$ cat src/hw/rtl/egs_pkg.sv
// shared types, codes and sizes for the exclusion lattice gillespie step
// no dependencies; every other file of the block refers to it by scoped names
package egs_pkg;

    // lattice size default and fixed field widths
    localparam int SITES_DEFAULT = 32;
    localparam int SITE_W        = 6;
    localparam int CMD_W         = 2;
    localparam int INDEX_W       = 7;
    localparam int RATE_W        = 16;
    localparam int SUM_W         = 22;
    localparam int STATUS_W      = 2;
    localparam int COUNT_W       = 6;
    localparam int OP_W          = 2;

    // queue sizes between the parts
    localparam int CMDQ_DEPTH  = 4;
    localparam int CMDQ_PTR_W  = $clog2(CMDQ_DEPTH);
    localparam int CMDQ_LVL_W  = $clog2(CMDQ_DEPTH + 1);
    localparam int OUTQ_DEPTH  = 4;
    localparam int OUTQ_PTR_W  = $clog2(OUTQ_DEPTH);
    localparam int OUTQ_LVL_W  = $clog2(OUTQ_DEPTH + 1);

    // command codes on the input beat
    localparam logic [CMD_W-1:0] CMD_LOAD = 2'd0;
    localparam logic [CMD_W-1:0] CMD_MOVE = 2'd1;
    localparam logic [CMD_W-1:0] CMD_EMIT = 2'd2;

    // status codes on the result beat
    localparam logic [STATUS_W-1:0] STATUS_OK      = 2'd0;
    localparam logic [STATUS_W-1:0] STATUS_RANGE   = 2'd1;
    localparam logic [STATUS_W-1:0] STATUS_BLOCKED = 2'd2;

    // classified operations handed from front to back
    localparam logic [OP_W-1:0] OP_LOAD = 2'd0;
    localparam logic [OP_W-1:0] OP_MOVE = 2'd1;
    localparam logic [OP_W-1:0] OP_EMIT = 2'd2;
    localparam logic [OP_W-1:0] OP_FAIL = 2'd3;

    localparam logic [SUM_W-1:0] SUM_MAX = '1;

    typedef struct packed {
        logic [CMD_W-1:0]   command;
        logic [INDEX_W-1:0] index;
        logic [RATE_W-1:0]  rate_value;
    } item_t;

    typedef struct packed {
        logic [INDEX_W-1:0]  entry_index;
        logic [SUM_W-1:0]    cumulative_rate;
        logic [STATUS_W-1:0] status;
        logic [COUNT_W-1:0]  particle_total;
        logic                last;
    } result_t;

    typedef struct packed {
        logic [OP_W-1:0]    op;
        logic [INDEX_W-1:0] index;
        logic [RATE_W-1:0]  rate_value;
        logic [SITE_W-1:0]  src;
        logic [SITE_W-1:0]  dst;
        logic               has_src;
        logic               has_dst;
    } cmd_t;

endpackage

$ cat src/hw/rtl/egs_front.sv
// front end: accepts input beats, classifies each command, queues it for the back end
// depends on egs_pkg
module egs_front #(
    parameter int SITES = egs_pkg::SITES_DEFAULT
) (
    input  logic           clk,
    input  logic           rst_n,
    input  logic           push,
    output logic           full,
    input  egs_pkg::item_t item,
    output logic           cmd_valid,
    output egs_pkg::cmd_t  cmd,
    input  logic           cmd_pop
);

    localparam logic [egs_pkg::INDEX_W-1:0] LAST_SITE_IDX = egs_pkg::INDEX_W'(SITES);
    localparam logic [egs_pkg::INDEX_W-1:0] ENTER_R_IDX   = egs_pkg::INDEX_W'(SITES + 1);
    localparam logic [egs_pkg::INDEX_W-1:0] HOP_L_LAST    = egs_pkg::INDEX_W'(2 * SITES);
    localparam logic [egs_pkg::INDEX_W-1:0] TRANS_LAST    = egs_pkg::INDEX_W'(2 * SITES + 1);
    localparam logic [egs_pkg::INDEX_W-1:0] ONE_IDX       = egs_pkg::INDEX_W'(1);

    egs_pkg::cmd_t                  dec;
    logic [egs_pkg::INDEX_W-1:0]    hop_l_src;
    logic [egs_pkg::INDEX_W-1:0]    hop_r_src;
    egs_pkg::cmd_t                  q_mem [egs_pkg::CMDQ_DEPTH];
    logic [egs_pkg::CMDQ_PTR_W-1:0] wr_ptr_reg, wr_ptr_next;
    logic [egs_pkg::CMDQ_PTR_W-1:0] rd_ptr_reg, rd_ptr_next;
    logic [egs_pkg::CMDQ_LVL_W-1:0] level_reg, level_next;
    logic                           wr_en;

    // source sites of the hop moves
    assign hop_r_src = item.index - ONE_IDX;
    assign hop_l_src = TRANS_LAST - item.index;

    // classify the incoming command
    always_comb
    begin
        dec            = '0;
        dec.index      = item.index;
        dec.rate_value = item.rate_value;
        dec.op         = egs_pkg::OP_FAIL;
        case (item.command)
            egs_pkg::CMD_LOAD:
            begin
                if (item.index <= LAST_SITE_IDX)
                    dec.op = egs_pkg::OP_LOAD;
            end
            egs_pkg::CMD_MOVE:
            begin
                if (item.index <= TRANS_LAST)
                begin
                    dec.op = egs_pkg::OP_MOVE;
                    if (item.index == '0)
                    begin
                        // enter left
                        dec.dst     = '0;
                        dec.has_dst = 1'b1;
                    end
                    else if (item.index < LAST_SITE_IDX)
                    begin
                        // hop right
                        dec.src     = egs_pkg::SITE_W'(hop_r_src);
                        dec.dst     = egs_pkg::SITE_W'(item.index);
                        dec.has_src = 1'b1;
                        dec.has_dst = 1'b1;
                    end
                    else if (item.index == LAST_SITE_IDX)
                    begin
                        // exit right
                        dec.src     = egs_pkg::SITE_W'(SITES - 1);
                        dec.has_src = 1'b1;
                    end
                    else if (item.index == ENTER_R_IDX)
                    begin
                        // enter right
                        dec.dst     = egs_pkg::SITE_W'(SITES - 1);
                        dec.has_dst = 1'b1;
                    end
                    else if (item.index <= HOP_L_LAST)
                    begin
                        // hop left
                        dec.src     = egs_pkg::SITE_W'(hop_l_src);
                        dec.dst     = egs_pkg::SITE_W'(hop_l_src - ONE_IDX);
                        dec.has_src = 1'b1;
                        dec.has_dst = 1'b1;
                    end
                    else
                    begin
                        // exit left
                        dec.src     = '0;
                        dec.has_src = 1'b1;
                    end
                end
            end
            egs_pkg::CMD_EMIT:
            begin
                dec.op = egs_pkg::OP_EMIT;
            end
            default:
            begin
                dec.op = egs_pkg::OP_FAIL;
            end
        endcase
    end

    // command queue control
    assign full      = (level_reg == egs_pkg::CMDQ_LVL_W'(egs_pkg::CMDQ_DEPTH));
    assign cmd_valid = (level_reg != '0);
    assign cmd       = q_mem[rd_ptr_reg];
    assign wr_en     = push && !full;

    always_comb
    begin
        wr_ptr_next = wr_ptr_reg;
        rd_ptr_next = rd_ptr_reg;
        level_next  = level_reg;
        if (wr_en)
            wr_ptr_next = wr_ptr_reg + 1'b1;
        if (cmd_pop)
            rd_ptr_next = rd_ptr_reg + 1'b1;
        if (wr_en && !cmd_pop)
            level_next = level_reg + 1'b1;
        else if (!wr_en && cmd_pop)
            level_next = level_reg - 1'b1;
    end

    always_ff @(posedge clk or negedge rst_n)
    begin
        if (!rst_n)
        begin
            wr_ptr_reg <= '0;
            rd_ptr_reg <= '0;
            level_reg  <= '0;
        end
        else
        begin
            wr_ptr_reg <= wr_ptr_next;
            rd_ptr_reg <= rd_ptr_next;
            level_reg  <= level_next;
        end
    end

    // queue storage
    always_ff @(posedge clk)
    begin
        if (wr_en)
            q_mem[wr_ptr_reg] <= dec;
    end

endmodule

$ cat src/hw/rtl/egs_back.sv
// back end: lattice occupancy, particle count, rate memory and propensity accumulator
// depends on egs_pkg; pushes finished results into the result queue
module egs_back #(
    parameter int SITES = egs_pkg::SITES_DEFAULT
) (
    input  logic                              clk,
    input  logic                              rst_n,
    input  logic                              cmd_valid,
    input  egs_pkg::cmd_t                     cmd,
    output logic                              cmd_pop,
    input  logic [egs_pkg::OUTQ_LVL_W-1:0]    out_level,
    output logic                              res_push,
    output egs_pkg::result_t                  res
);

    localparam int AW    = $clog2(SITES + 1);
    localparam int EXT_W = SITES + 2;
    localparam logic [AW-1:0] K_LAST = AW'(SITES);
    localparam logic [egs_pkg::OUTQ_LVL_W:0] OUTQ_FULL_LVL =
        (egs_pkg::OUTQ_LVL_W + 1)'(egs_pkg::OUTQ_DEPTH);
    localparam logic [SITES-1:0] SITE_ONE = {{(SITES-1){1'b0}}, 1'b1};

    localparam logic ST_IDLE = 1'b0;
    localparam logic ST_EMIT = 1'b1;

    typedef struct packed {
        logic                             emit;
        logic                             first;
        logic                             gate;
        logic                             last;
        logic [egs_pkg::INDEX_W-1:0]      index;
        logic [egs_pkg::STATUS_W-1:0]     status;
        logic [egs_pkg::COUNT_W-1:0]      total;
    } bstage_t;

    logic                          state_reg, state_next;
    logic [AW-1:0]                 k_reg, k_next;
    logic [SITES-1:0]              occ_reg, occ_next;
    logic [egs_pkg::COUNT_W-1:0]   count_reg, count_next;
    logic                          b_valid_reg, b_valid_next;
    bstage_t                       b_reg, b_next;
    logic [egs_pkg::RATE_W-1:0]    rate_mem [SITES+1];
    logic [egs_pkg::RATE_W-1:0]    rdata_reg;
    logic [egs_pkg::SUM_W-1:0]     sum_reg;
    logic                          mem_we;
    logic                          rd_en;
    logic [egs_pkg::OUTQ_LVL_W:0]  room_need;
    logic                          credit;
    logic [SITES-1:0]              src_shift, dst_shift;
    logic [SITES-1:0]              src_mask, dst_mask;
    logic                          blocked;
    logic [EXT_W-1:0]              ext, ext_shift;
    logic                          gate;
    logic [egs_pkg::SUM_W-1:0]     sum_base;
    logic [egs_pkg::RATE_W-1:0]    sum_add;
    logic [egs_pkg::SUM_W:0]       sum_wide;
    logic [egs_pkg::SUM_W-1:0]     sum_sat;

    // result queue space, counting the beat already in the output stage
    assign room_need = {1'b0, out_level} + (egs_pkg::OUTQ_LVL_W + 1)'(b_valid_reg);
    assign credit    = (room_need < OUTQ_FULL_LVL);

    // exclusion checks for a move
    assign src_shift = occ_reg >> cmd.src;
    assign dst_shift = occ_reg >> cmd.dst;
    assign src_mask  = SITE_ONE << cmd.src;
    assign dst_mask  = SITE_ONE << cmd.dst;
    assign blocked   = (cmd.has_src && !src_shift[0]) || (cmd.has_dst && dst_shift[0]);

    // gate for rate k: left neighbor occupied, right neighbor empty
    // reservoirs act as an occupied site on the left and an empty one on the right
    assign ext       = {1'b0, occ_reg, 1'b1};
    assign ext_shift = ext >> k_reg;
    assign gate      = ext_shift[0] && !ext_shift[1];

    // sequencer: single-beat commands and the propensity walk
    always_comb
    begin
        state_next   = state_reg;
        k_next       = k_reg;
        occ_next     = occ_reg;
        count_next   = count_reg;
        cmd_pop      = 1'b0;
        b_valid_next = 1'b0;
        b_next       = b_reg;
        mem_we       = 1'b0;
        rd_en        = 1'b0;
        case (state_reg)
            ST_IDLE:
            begin
                if (cmd_valid && (credit || cmd.op == egs_pkg::OP_EMIT))
                begin
                    cmd_pop      = 1'b1;
                    b_next.emit  = 1'b0;
                    b_next.first = 1'b0;
                    b_next.gate  = 1'b0;
                    b_next.last  = 1'b1;
                    b_next.index = cmd.index;
                    case (cmd.op)
                        egs_pkg::OP_LOAD:
                        begin
                            mem_we        = 1'b1;
                            b_valid_next  = 1'b1;
                            b_next.status = egs_pkg::STATUS_OK;
                            b_next.total  = count_reg;
                        end
                        egs_pkg::OP_MOVE:
                        begin
                            b_valid_next = 1'b1;
                            if (blocked)
                            begin
                                b_next.status = egs_pkg::STATUS_BLOCKED;
                            end
                            else
                            begin
                                b_next.status = egs_pkg::STATUS_OK;
                                if (cmd.has_src)
                                    occ_next = occ_next & ~src_mask;
                                if (cmd.has_dst)
                                    occ_next = occ_next | dst_mask;
                                if (cmd.has_src && !cmd.has_dst)
                                    count_next = count_reg - 1'b1;
                                else if (cmd.has_dst && !cmd.has_src)
                                    count_next = count_reg + 1'b1;
                            end
                            b_next.total = count_next;
                        end
                        egs_pkg::OP_EMIT:
                        begin
                            state_next = ST_EMIT;
                            k_next     = '0;
                        end
                        default:
                        begin
                            b_valid_next  = 1'b1;
                            b_next.status = egs_pkg::STATUS_RANGE;
                            b_next.total  = count_reg;
                        end
                    endcase
                end
            end
            ST_EMIT:
            begin
                if (credit)
                begin
                    rd_en         = 1'b1;
                    b_valid_next  = 1'b1;
                    b_next.emit   = 1'b1;
                    b_next.first  = (k_reg == '0);
                    b_next.gate   = gate;
                    b_next.last   = (k_reg == K_LAST);
                    b_next.index  = egs_pkg::INDEX_W'(k_reg);
                    b_next.status = egs_pkg::STATUS_OK;
                    b_next.total  = count_reg;
                    if (k_reg == K_LAST)
                        state_next = ST_IDLE;
                    else
                        k_next = k_reg + 1'b1;
                end
            end
            default:
            begin
                state_next = ST_IDLE;
            end
        endcase
    end

    // control and lattice state
    always_ff @(posedge clk or negedge rst_n)
    begin
        if (!rst_n)
        begin
            state_reg   <= ST_IDLE;
            k_reg       <= '0;
            occ_reg     <= '0;
            count_reg   <= '0;
            b_valid_reg <= 1'b0;
        end
        else
        begin
            state_reg   <= state_next;
            k_reg       <= k_next;
            occ_reg     <= occ_next;
            count_reg   <= count_next;
            b_valid_reg <= b_valid_next;
        end
    end

    // rate memory, registered read
    always_ff @(posedge clk)
    begin
        if (mem_we)
            rate_mem[cmd.index[AW-1:0]] <= cmd.rate_value;
        if (rd_en)
            rdata_reg <= rate_mem[k_reg];
    end

    // running sum, saturated to the result width
    assign sum_base = b_reg.first ? '0 : sum_reg;
    assign sum_add  = b_reg.gate ? rdata_reg : '0;
    assign sum_wide = {1'b0, sum_base} + (egs_pkg::SUM_W + 1)'(sum_add);
    assign sum_sat  = sum_wide[egs_pkg::SUM_W] ? egs_pkg::SUM_MAX
                                               : sum_wide[egs_pkg::SUM_W-1:0];

    always_ff @(posedge clk)
    begin
        b_reg <= b_next;
        if (b_valid_reg && b_reg.emit)
            sum_reg <= sum_sat;
    end

    // output stage beat
    assign res_push              = b_valid_reg;
    assign res.entry_index       = b_reg.index;
    assign res.cumulative_rate   = b_reg.emit ? sum_sat : '0;
    assign res.status            = b_reg.status;
    assign res.particle_total    = b_reg.total;
    assign res.last              = b_reg.last;

endmodule

$ cat src/hw/rtl/egs_outq.sv
// result queue between the back end and the result port
// depends on egs_pkg
module egs_outq (
    input  logic                           clk,
    input  logic                           rst_n,
    input  logic                           res_push,
    input  egs_pkg::result_t               res,
    input  logic                           pop,
    output logic                           empty,
    output egs_pkg::result_t               result,
    output logic [egs_pkg::OUTQ_LVL_W-1:0] level
);

    egs_pkg::result_t               q_mem [egs_pkg::OUTQ_DEPTH];
    logic [egs_pkg::OUTQ_PTR_W-1:0] wr_ptr_reg, wr_ptr_next;
    logic [egs_pkg::OUTQ_PTR_W-1:0] rd_ptr_reg, rd_ptr_next;
    logic [egs_pkg::OUTQ_LVL_W-1:0] level_reg, level_next;
    logic                           rd_en;

    assign empty  = (level_reg == '0);
    assign level  = level_reg;
    assign result = q_mem[rd_ptr_reg];
    assign rd_en  = pop && !empty;

    // pointer and fill level update
    always_comb
    begin
        wr_ptr_next = wr_ptr_reg;
        rd_ptr_next = rd_ptr_reg;
        level_next  = level_reg;
        if (res_push)
            wr_ptr_next = wr_ptr_reg + 1'b1;
        if (rd_en)
            rd_ptr_next = rd_ptr_reg + 1'b1;
        if (res_push && !rd_en)
            level_next = level_reg + 1'b1;
        else if (!res_push && rd_en)
            level_next = level_reg - 1'b1;
    end

    always_ff @(posedge clk or negedge rst_n)
    begin
        if (!rst_n)
        begin
            wr_ptr_reg <= '0;
            rd_ptr_reg <= '0;
            level_reg  <= '0;
        end
        else
        begin
            wr_ptr_reg <= wr_ptr_next;
            rd_ptr_reg <= rd_ptr_next;
            level_reg  <= level_next;
        end
    end

    // queue storage
    always_ff @(posedge clk)
    begin
        if (res_push)
            q_mem[wr_ptr_reg] <= res;
    end

endmodule

$ cat src/hw/rtl/exclusion_lattice_gillespie_step.sv
// path of a load or transition result: command queue, back-end output stage, result queue
// throughput: one load or transition per cycle, or one rate of an emit walk over the rate memory
// (one read port) per cycle, while the result queue has room; the walk holds the back end
// reset: lattice empty, particle count zero, both queues empty; the rate memory is not cleared
module exclusion_lattice_gillespie_step #(
    parameter int SITES = egs_pkg::SITES_DEFAULT
) (
    input  logic             clk,
    input  logic             rst_n,
    input  logic             push,
    output logic             full,
    input  egs_pkg::item_t   item,
    output logic             empty,
    input  logic             pop,
    output egs_pkg::result_t result
);

    logic                           cmd_valid;
    egs_pkg::cmd_t                  cmd;
    logic                           cmd_pop;
    logic                           res_push;
    egs_pkg::result_t               res;
    logic [egs_pkg::OUTQ_LVL_W-1:0] out_level;

    // decode and command queue
    egs_front #(
        .SITES (SITES)
    ) u_front (
        .clk       (clk),
        .rst_n     (rst_n),
        .push      (push),
        .full      (full),
        .item      (item),
        .cmd_valid (cmd_valid),
        .cmd       (cmd),
        .cmd_pop   (cmd_pop)
    );

    // lattice execution and propensity walk
    egs_back #(
        .SITES (SITES)
    ) u_back (
        .clk       (clk),
        .rst_n     (rst_n),
        .cmd_valid (cmd_valid),
        .cmd       (cmd),
        .cmd_pop   (cmd_pop),
        .out_level (out_level),
        .res_push  (res_push),
        .res       (res)
    );

    // result queue
    egs_outq u_outq (
        .clk      (clk),
        .rst_n    (rst_n),
        .res_push (res_push),
        .res      (res),
        .pop      (pop),
        .empty    (empty),
        .result   (result),
        .level    (out_level)
    );

`ifndef SYNTHESIS
    // the back end never pushes into a full result queue
    a_outq_no_overflow: assert property (@(posedge clk) disable iff (!rst_n)
        res_push |-> (out_level < egs_pkg::OUTQ_LVL_W'(egs_pkg::OUTQ_DEPTH)))
        else $error("result pushed into a full queue");

    // the back end only takes a command that is queued
    a_pop_has_cmd: assert property (@(posedge clk) disable iff (!rst_n)
        cmd_pop |-> cmd_valid)
        else $error("command taken from an empty queue");

    // an error result always closes its command
    a_error_is_last: assert property (@(posedge clk) disable iff (!rst_n)
        (!empty && result.status != egs_pkg::STATUS_OK) |-> result.last)
        else $error("error result without last mark");
`endif

endmodule

$ cat config.mk
export PLATFORM = sky130hd
export DESIGN_NAME = exclusion_lattice_gillespie_step
export DESIGN_NICKNAME = d
export VERILOG_FILES = /design/src/hw/rtl/egs_pkg.sv /design/src/hw/rtl/egs_front.sv /design/src/hw/rtl/egs_back.sv /design/src/hw/rtl/egs_outq.sv /design/src/hw/rtl/exclusion_lattice_gillespie_step.sv
export SDC_FILE = /design/constraint.sdc
export NUM_CORES = 1
export LEC_CHECK = 0
export BUFFER_PORTS_ARGS = -buffer_cell sky130_fd_sc_hd__clkbuf_2
export CORE_ASPECT_RATIO = 0.5
export CORE_MARGIN = 2
export CORE_UTILIZATION = 57
export CTS_CLUSTER_SIZE = 24
export DETAILED_ROUTE_END_ITERATION = 8
export PLACE_DENSITY = 0.76
export SETUP_SLACK_MARGIN = 0.15
export SLEW_MARGIN = 25
export SYNTH_ARGS = -nofsm -noshare
export SYNTH_HDL_FRONTEND = slang
export SYNTH_SLANG_ARGS = --single-unit
$ cat constraint.sdc
create_clock -name clk -period 3.9 [get_ports clk]
set_input_delay 0.39 -clock clk [delete_from_list [all_inputs] [get_ports clk]]
set_output_delay 0.39 -clock clk [all_outputs]
set_load 0.02 [all_outputs]
* Word level (Yosys, flattened, before mapping)
Memory sizes are Yosys's and may differ from the RTL's. A register that Yosys moved wholly into a read port is not among the register bits.
Index checks and enable logic that the tools add are counted.
** Word-level totals
- Bits in registers :: 101
- Latch bits :: 0
- Bits in writable memories :: 836
- ROM bits :: 0
- Bits of input ports :: 29
- Word-level logic and storage cells :: 173
- Memories kept :: 3
** Cells by class
- Add/subtract/negate cells :: 16
- $mul :: 0
- Divide/modulo/power cells :: 0
- Magnitude comparators :: 5
- Equal/unequal tests :: 13
- Shifts and indexed selects :: 5
- Mux-type cells :: 69
- Bitwise gates (word level) :: 5
- Reductions and logical operators :: 38
** Memory list
- u_back.rate_mem :: depth 33, bits a word 16, rd ports 1, clocked after Yosys merged registers in 1, write ports 1, RTL line egs_back.sv:42 : logic [egs_pkg::RATE_W-1:0] rate_mem [SITES+1];
- u_front.q_mem :: depth 4, bits a word 39, rd ports 1, clocked after Yosys merged registers in 0, write ports 1, RTL line egs_front.sv:25 : egs_pkg::cmd_t q_mem [egs_pkg::CMDQ_DEPTH];
- u_outq.q_mem :: depth 4, bits a word 38, rd ports 1, clocked after Yosys merged registers in 0, write ports 1, RTL line egs_outq.sv:14 : egs_pkg::result_t q_mem [egs_pkg::OUTQ_DEPTH];
** Operator list (number)
- 32-bit two-way mux :: 6
- 6-bit two-way mux :: 15
- 22-bit two-way mux :: 3
- 1-bit by 6-bit << shifter with 32-bit output, first input constant :: 2
- 32-bit by 6-bit right shift with 1-bit output :: 2
- 14-bit two-way mux :: 3
- 19-bit two-way mux :: 2
- 19-bit case mux with 2 select lines :: 1
- 33-bit by 6-bit right shift with 2-bit output :: 1
- 32-bit bitwise AND :: 1
- 32-bit NOT :: 1
- 32-bit OR :: 1
- 1-bit two-way mux :: 26
- 8-bit case mux with 3 select lines :: 1
- 22-bit by 16-bit adder with 23-bit output :: 1
- 6-bit by 1-bit subtractor with 6-bit output, second input constant :: 3
- 16-bit two-way mux :: 1
- 7-bit by 6-bit == test with 1-bit output, second input constant :: 2
- 7-bit less-or-equal comparator, second input constant :: 2
- 1-bit logical AND :: 13
- 6-bit by 1-bit adder with 6-bit output, second input constant :: 2
- 3-bit two-way mux :: 4
- 6-bit case mux with 2 select lines :: 1
- 1-bit logical NOT :: 10
- 28 further kinds :: 47

* Longest topological paths before layout
Gate-level depths: netlist (run 1).
An unclocked memory read counts as a cell.
- Depth after elaboration :: 11
- Depth in mapped cells :: 14

* Hierarchy
A second synthesis (run 1) with hierarchy kept.
** Unflattened totals
- Cells, all modules :: 2059
- Area total of the unflattened synthesis :: 39562.9 sq um
** Modules (own cells, without submodules)
- egs_back :: times used 1, cells each 1485, area each 26982.1 sq um, sequential area each 18718.0 sq um
- egs_front :: times used 1, cells each 341, area each 6657.6 sq um, sequential area each 4859.7 sq um
- egs_outq :: times used 1, cells each 233, area each 5923.2 sq um, sequential area each 4739.5 sq um

* Worst setup path after synthesis (run 1)
No wires, ideal clock.
- Kind :: flip-flop to flip-flop
- Start :: register u_front.rd_ptr_reg[0] (netlist name)
- End :: memory u_back.rate_mem[32][0] (netlist name), enable pin
- Library setup time :: 409 ps
- Data arrival time :: 3270 ps
- Slack :: 221 ps
- Cell stages (with the launch flop) :: 8
- Buffers on the path :: 2
- Path through :: dfrtp_1 buf_6 buf_6 mux4_2 nor2b_1 o21ai_1 or3_1 nor3_1
** Between the ends
- Word-level cells in the longest chain between the ends :: 8
- Elaborated cells on any way between the ends :: 10
- Those cells by class :: eq/ne (1); mux (5); reduce/logical (3); memory (1)
** RTL lines
- start, declared :: RTL line egs_front.sv:27 : logic [egs_pkg::CMDQ_PTR_W-1:0] rd_ptr_reg, rd_ptr_next;
- start signal, assigned :: RTL line egs_front.sv:138 : rd_ptr_reg <= rd_ptr_next;
- memory read 4 x 39 bit *
- 2-bit == test :: RTL line egs_back.sv:91 : if (cmd_valid && (credit || cmd.op == egs_pkg::OP_EMIT))
- 1-bit logical OR :: RTL line egs_back.sv:91
- 1-bit logical AND :: RTL line egs_back.sv:91
- 1-bit two-way mux :: RTL line egs_back.sv:91
- 1-bit two-way mux :: RTL line egs_back.sv:88 : case (state_reg)
- 1-bit two-way mux :: RTL line egs_back.sv:192 : if (mem_we)
- 1-bit two-way mux (implied by the code) :: RTL line egs_back.sv:193 : rate_mem[cmd.index[AW-1:0]] <= cmd.rate_value;
- end, declared :: RTL line egs_back.sv:42
Mark *: on every way between the ends. The rest lies on a longest branch, timed or not.

* Final worst setup path (run 1)
- Start :: register u_front.rd_ptr_reg[0] (netlist name)
- End :: memory u_back.rate_mem[7][10] (netlist name), enable pin
The elaborated chain is that of the path after synthesis.

==> impl_metrics.json, run 1 <==
{
  "worstPathRequired_ns": 4.26,
  "synth_top_family_by_area": "multiplexers",
  "drive_above_1_share_pct": 25.9,
  "grtUsageTotal_pct": 25.5,
  "synth_simple_gate_area_share_pct": 4.76,
  "vias": 21021,
  "synth.distinct_cells": 75,
  "synth_area_per_cell_um2": 18.7,
  "synth_edf_count": 893,
  "hold_viol_final": 0,
  "core_region_area_um2": 69000,
  "endpoint_kind": "flop",
  "leakage_nw": 14.8,
  "portBuffers": 68,
  "routedWlPerCell_um": 27.4,
  "seq_area_um2": 28300,
  "fmax_ghz": 0.280,
  "fin_crit_sh_pct": 91.7,
  "rsz0062_at_grt": "no",
  "drtPass1Iterations": 5,
  "crit_fanout": 10,
  "yosysSeqAreaShare_pct": 71.2,
  "yosysTopAreaCell": "edfxtp_1",
  "overflow": 0,
  "finalMaxSlewViolations": 0,
  "cts_tree": "built",
  "clockRootBuffer": "clkbuf_16",
  "synth_flop_cell": "edfxtp_1",
  "wl_um": 90100,
  "synth.most_common_cell": "edfxtp_1",
  "irDropWorstVdd_mv": 0.506,
  "drc": 0,
  "path_clk_slew_ns": 0.06,
  "hp-class": "input pin to flop",
  "wl_met1_um": 37600,
  "htreeDepth": 3,
  "cts.sink_count": 953,
  "startpoint_type": "flop",
  "wl_met3_um": 9200,
  "die_h_um": 191,
  "syn_to_final_growth_pct": 12.2,
  "synth_nets": 2194,
  "largest_register_ffs": 528,
  "clkLatencyLatePin_ns": 0.67,
  "yosys.area.top_type_share_pct": 67.4,
  "placed_area_um2": 41900,
  "synthMuxAreaShare_pct": 15.3,
  "die_x_um": 378,
  "skew_ns": 0.0365,
  "cts_made_buffers": 81,
  "status": "completed",
  "setup_tns_ns": 0,
  "postRouteAntennaNets": 0,
  "drv_cap": 0,
  "n_fill_cell": 4540,
  "cts_setup_buffers": 0,
  "grt_max_degree": 57,
  "drtIter0Drc": 2358,
  "synth.area.top_cells": "edfxtp_1 67%, mux4_2 14%, dfrtp_1 3.8%, ha_1 1.1%, nor2_1 0.86%",
  "synth_common_cells": "893 x edfxtp_1, 246 x mux4_2, 91 x nor2_1, 77 x nand2_1",
  "met2_length_um": 41600,
  "rows": 68,
  "final_cell_area_um2": 44600,
  "routed_via_density": 6.40,
  "cts_buffer_depth": 3,
  "fin_crit_ns": 3.57,
  "grt_pass1_vias": 20916,
  "yosysWarnings": 0,
  "syn-cell-area_um2": 39800,
  "tightest_slew_ns": 1.02,
  "dieArea_um2": 72100,
  "nets": 2344,
  "synthCells": 2128,
  "antenna_found_initial": 3,
  "top_layer_used": "met4",
  "dp_hpwl_um": 54500,
  "synth-compound-area-share_pct": 4.80,
  "max-slew-margin-rel_pct": 32.0,
  "power_density_nw_per_um2": 793,
  "synth_seq_cells": 953,
  "floorplan.initialDensity_pct": 57.7,
  "multi_input_area_um2": 10900,
  "grt_pass1_wl_um": 134000,
  "crit_type": "flop to flop",
  "gp_congestion": 0.916,
  "io_pins": 69,
  "synthXorXnorAreaFrac_pct": 0.991,
  "setup_viol": 0,
  "crit_arrival_ns": 3.94,
  "async_flop_share_pct": 6.30,
  "synthAdderAreaFrac_pct": 1.22
}
==> per-stage QoR <==
step | setup slack (ns) | util, % | total power [W] | hold slack (ns) | instances
floorplan | 0.221 | - | 0.0233 | 0.0944 | 2128
global placement | 0.350 | 60.7 | 0.0271 | 0.224 | 3125
detailed placement | 0.222 | 60.7 | 0.0275 | 0.226 | 3125
CTS | 0.183 | 64.6 | 0.0355 | 0.0226 | 3284
global route | 0.157 | 64.7 | 0.0369 | 0.0281 | 3285
finish | 0.325 | 64.7 | 0.0354 | 0.0390 | 3285
==> report_power, final <==
| part | switching [W] | internal, W |
|---|---|---|
| logic | 0.00738 | 0.00473 |
| clock network | 0.00369 | 0.00427 |
| registers | 0.000961 | 0.0144 |
==> cell usage in the layout, fill, tap and decap left out, types with 16 or more instances in the layout <==
cell	netlist	final
a21oi_1	37	35
a41o_1	21	21
a41oi_1	20	20
and2_1	35	26
buf_12	0	22
buf_4	0	74
clkbuf_1	60	16
clkbuf_16	0	81
clkbuf_2	0	68
dfrtp_1	60	53
edfxtp_1	893	893
ha_1	34	34
inv_1	53	53
mux2i_1	32	32
mux4_2	246	246
nand2_1	77	77
nand2b_1	20	20
nand3_1	36	36
nor2_1	91	74
nor2_2	0	17
nor2b_1	41	41
o21a_1	22	22
o21ai_0	46	45
or2_2	18	18
xnor2_1	33	33
==> kinds of logic after synthesis <==
kind of cell    after synthesis
compound gates              259
fa+ha+maj                    37
flops                       953
simple gates                375
mux                         294
xor+xnor                     45
buf+inv                     165
==> what timing repair did <==
action | CTS | global route
hold endpoints to repair | 60 | 0
setup endpoints to repair | 0 | 73
resized for setup | 0 | 12
hold buffers | 15 | 0
==> area by class of cell <==
type	count	area share [%]
antenna	1	0.00561
sequential	953	63.5
multi-input combinational	1010	24.4
clock inverter	47	1.03
clock buffer	97	4.68
tap	945	2.65
timing repair buffer	179	3.33
inverter	53	0.446
==> critical path, stage by stage, from the launching register on <==
cell	delay (ns)
dfrtp_2	0.48
buf_4	0.20
mux4_2	0.45
nor2b_1	0.30
o21ai_1	0.11
or3_1	0.37
nor2_1	0.18
and2_1	0.18
nand2_1	0.08
nor2_1	0.71
buf_12	0.23
==> per-layer routing <==
layer | up-vias | GRT usage, %
li1 | 8950 | -
met1 | 10882 | 37.8
met2 | 1070 | 38.3
met3 | 119 | 7.05
met4 | 0 | 5.48
met5 | - | 0
==> path summary, 6_finish.rpt <==
path	startpoint	to	slack, ns	cells after the start
max	u_front.rd_ptr_reg[0]$_DFFE_PN0P_	u_back.rate_mem[7][10]$_DFFE_PP_	0.33	10
min	item[11]	u_front.q_mem[0][25]$_DFFE_PP_	0.04	1
max reg2reg	u_front.rd_ptr_reg[0]$_DFFE_PN0P_	u_back.rate_mem[7][10]$_DFFE_PP_	0.33	10
min reg2reg	u_front.level_reg[2]$_DFFE_PN0P_	u_front.level_reg[2]$_DFFE_PN0P_	0.49	1
max in group asynchronous	rst_n	u_back.k_reg[1]$_DFFE_PN0P_	2.75	3
min in group asynchronous	rst_n	u_front.wr_ptr_reg[0]$_DFFE_PN0P_	0.08	2
Power figures use the tool's default switching activity.
==> run 2, diff against run 1 <==
- CELL_PAD_IN_SITES_DETAIL_PLACEMENT: not set -> 0
- CELL_PAD_IN_SITES_GLOBAL_PLACEMENT: not set -> 1
- CORE_UTILIZATION: 57 -> 50
- PLACE_DENSITY: 0.76 -> not set
- PLACE_DENSITY_LB_ADDON: not set -> 0.1
- SETUP_SLACK_MARGIN: 0.15 -> 0.05
- SLEW_MARGIN: 25 -> not set
==> impl_metrics.json, run 2 (synthesis results as in run 1) <==
{
  "drive_above_1_share_pct": 26.9,
  "final_common_cell": "edfxtp_1",
  "routedWlPerCell_um": 26.5,
  "io_pins": 69,
  "clkLatencyLatePin_ns": 0.68,
  "irDropWorstVdd_mv": 0.594,
  "setup_viol": 0,
  "syn_to_final_growth_pct": 13.3,
  "power_density_nw_per_um2": 801,
  "core_region_area_um2": 79100,
  "dieArea_um2": 82000,
  "fin_crit_ns": 3.64,
  "cts_tree": "built",
  "finalMaxSlewViolations": 0,
  "combPwrFrac_pct": 34.3,
  "hp-class": "input pin to flop",
  "drtPass1Iterations": 5,
  "gp_congestion": 0.907,
  "switching_power_w": 0.0123,
  "setup_tns_ns": 0,
  "routed_via_density": 6.03,
  "nets": 2360,
  "grt_pass1_vias": 20441,
  "grt_pass1_wl_um": 135000,
  "crit_fanout": 32,
  "antenna_found_initial": 3,
  "wl_um": 90600,
  "sw_frac_of_total_pct": 34.1,
  "clockRootBuffer": "clkbuf_16",
  "p_seq_share_pct": 42.3,
  "grtUsageTotal_pct": 22.4,
  "fmax_ghz": 0.275,
  "rows": 73,
  "postRouteAntennaNets": 0,
  "vias": 20597,
  "rsz0062_at_grt": "no",
  "layout_common_cells": "893 x edfxtp_1, 246 x mux4_2, 86 x clkbuf_16",
  "die_h_um": 203,
  "holdPathStages": 1,
  "drv_cap": 0,
  "grt_max_degree": 64,
  "p_clk_share_pct": 23.4,
  "startpoint_type": "flop",
  "portBuffers": 68,
  "path_clk_slew_ns": 0.06,
  "max-slew-margin-rel_pct": 25.2,
  "p_int_w": 0.0238,
  "htreeDepth": 3,
  "crit_arrival_ns": 4.23,
  "cts_made_buffers": 85,
  "cts.sink_count": 953,
  "hold_viol_final": 0,
  "worstPathRequired_ns": 4.50,
  "floorplan.initialDensity_pct": 50.3,
  "rrSetupSlack_ns": 0.26,
  "tightest_slew_ns": 1.12,
  "cts_buffer_depth": 3,
  "largest_register_ffs": 528,
  "reg2regPathDepth": 10,
  "die_x_um": 403,
  "skew_ns": 0.0248,
  "overflow": 0,
  "leakage_nw": 15.0,
  "total_power_w": 0.0361,
  "endpoint_kind": "flop",
  "fin_crit_sh_pct": 93.2,
  "drc": 0,
  "status": "completed",
  "dp_hpwl_um": 57800,
  "crit_type": "flop to flop",
  "drtIter0Drc": 2074
}
-- run 2: cell count changes in the layout (fill, tap and decap cells not counted), moves of 4 or more --
| cell | delta |
|---|---|
| and2_2 | +6 |
| and2_4 | -7 |
| buf_4 | +9 |
| clkbuf_16 | +5 |
| clkinv_1 | +5 |
| dlygate4sd3_1 | +4 |
| nor2_1 | -16 |
| nor2_2 | +16 |
-- run 2: power by group through the flow --
stage	combinational, W	sequential [W]	clock, W
after detailed placement	0.0124	0.0155	0
after global placement	0.0123	0.0155	0
final	0.0124	0.0153	0.00844
after CTS	0.0125	0.0153	0.00863
after floorplan	0.00839	0.0149	0
after global routing	0.0134	0.0155	0.00900
-- run 2: path summary, 6_finish.rpt --
path	from	endpoint
setup / recovery	u_front.rd_ptr_reg[0]$_DFFE_PN0P_	u_back.occ_reg[9]$_DFFE_PN0P_
setup reg to reg	u_front.rd_ptr_reg[0]$_DFFE_PN0P_	u_back.occ_reg[9]$_DFFE_PN0P_
hold / removal	item[18]	u_front.q_mem[1][32]$_DFFE_PP_
max in group asynchronous	rst_n	u_back.k_reg[0]$_DFFE_PN0P_
min in group asynchronous	rst_n	u_front.level_reg[1]$_DFFE_PN0P_
hold reg to reg	u_front.level_reg[2]$_DFFE_PN0P_	u_front.level_reg[2]$_DFFE_PN0P_
-- run 2: repair_timing --
item / 4_1_cts / 5_1_grt
hold endpoints to repair: 92 / 0
hold buffers: 19 / 0
gates resized for setup: 0 / 8
setup endpoints to repair: 0 / 72
setup buffers: 0 / 0
-- run 2: per-layer routing --
metal	vias to the layer above	share of wire, %	global-route usage, %
met2	700	43	31.7
met1	10786	47	35.3
li1	8984	-	-
met4	0	1.8	4.96
met3	127	7.8	5.66
met5	-	0	0
-- run 2: metrics by stage --
step                cells  hold WS [ns]  setup slack, ns  cell area [µm²]  utilization (%)
floorplan            2128        0.0944            0.221            39800                -
global placement     3238         0.418            0.234            42100             53.2
detailed placement   3238         0.429            0.157            42100             53.2
CTS                  3414       0.00742            0.130            45100             57.0
global route         3414        0.0314           0.0972            45100             57.0
finish               3415        0.0688            0.264            45100             57.0
-- run 2: worst max-delay path: stages, from the launching register on --
cell and delay (ns):
dfrtp_4 0.52, buf_12 0.19, mux4_2 0.52, nand2b_1 0.28, o221a_1 0.30, a221oi_1 0.31
a211oi_1 0.15, a2111o_1 0.57, nor3_4 0.29, buf_12 0.23, a41o_1 0.19
-- run 2: final cells by class --
| class | count | area (µm²) |
|---|---|---|
| antenna | 1 | 2.50 |
| clock buffer | 100 | 2200 |
| clock inverter | 57 | 572 |
| fill | 6032 | 34000 |
| inverter | 53 | 199 |
| multi-input combinational | 1010 | 10900 |
| sequential | 953 | 28300 |
| tap | 1050 | 1310 |
| timing repair buffer | 191 | 1570 |
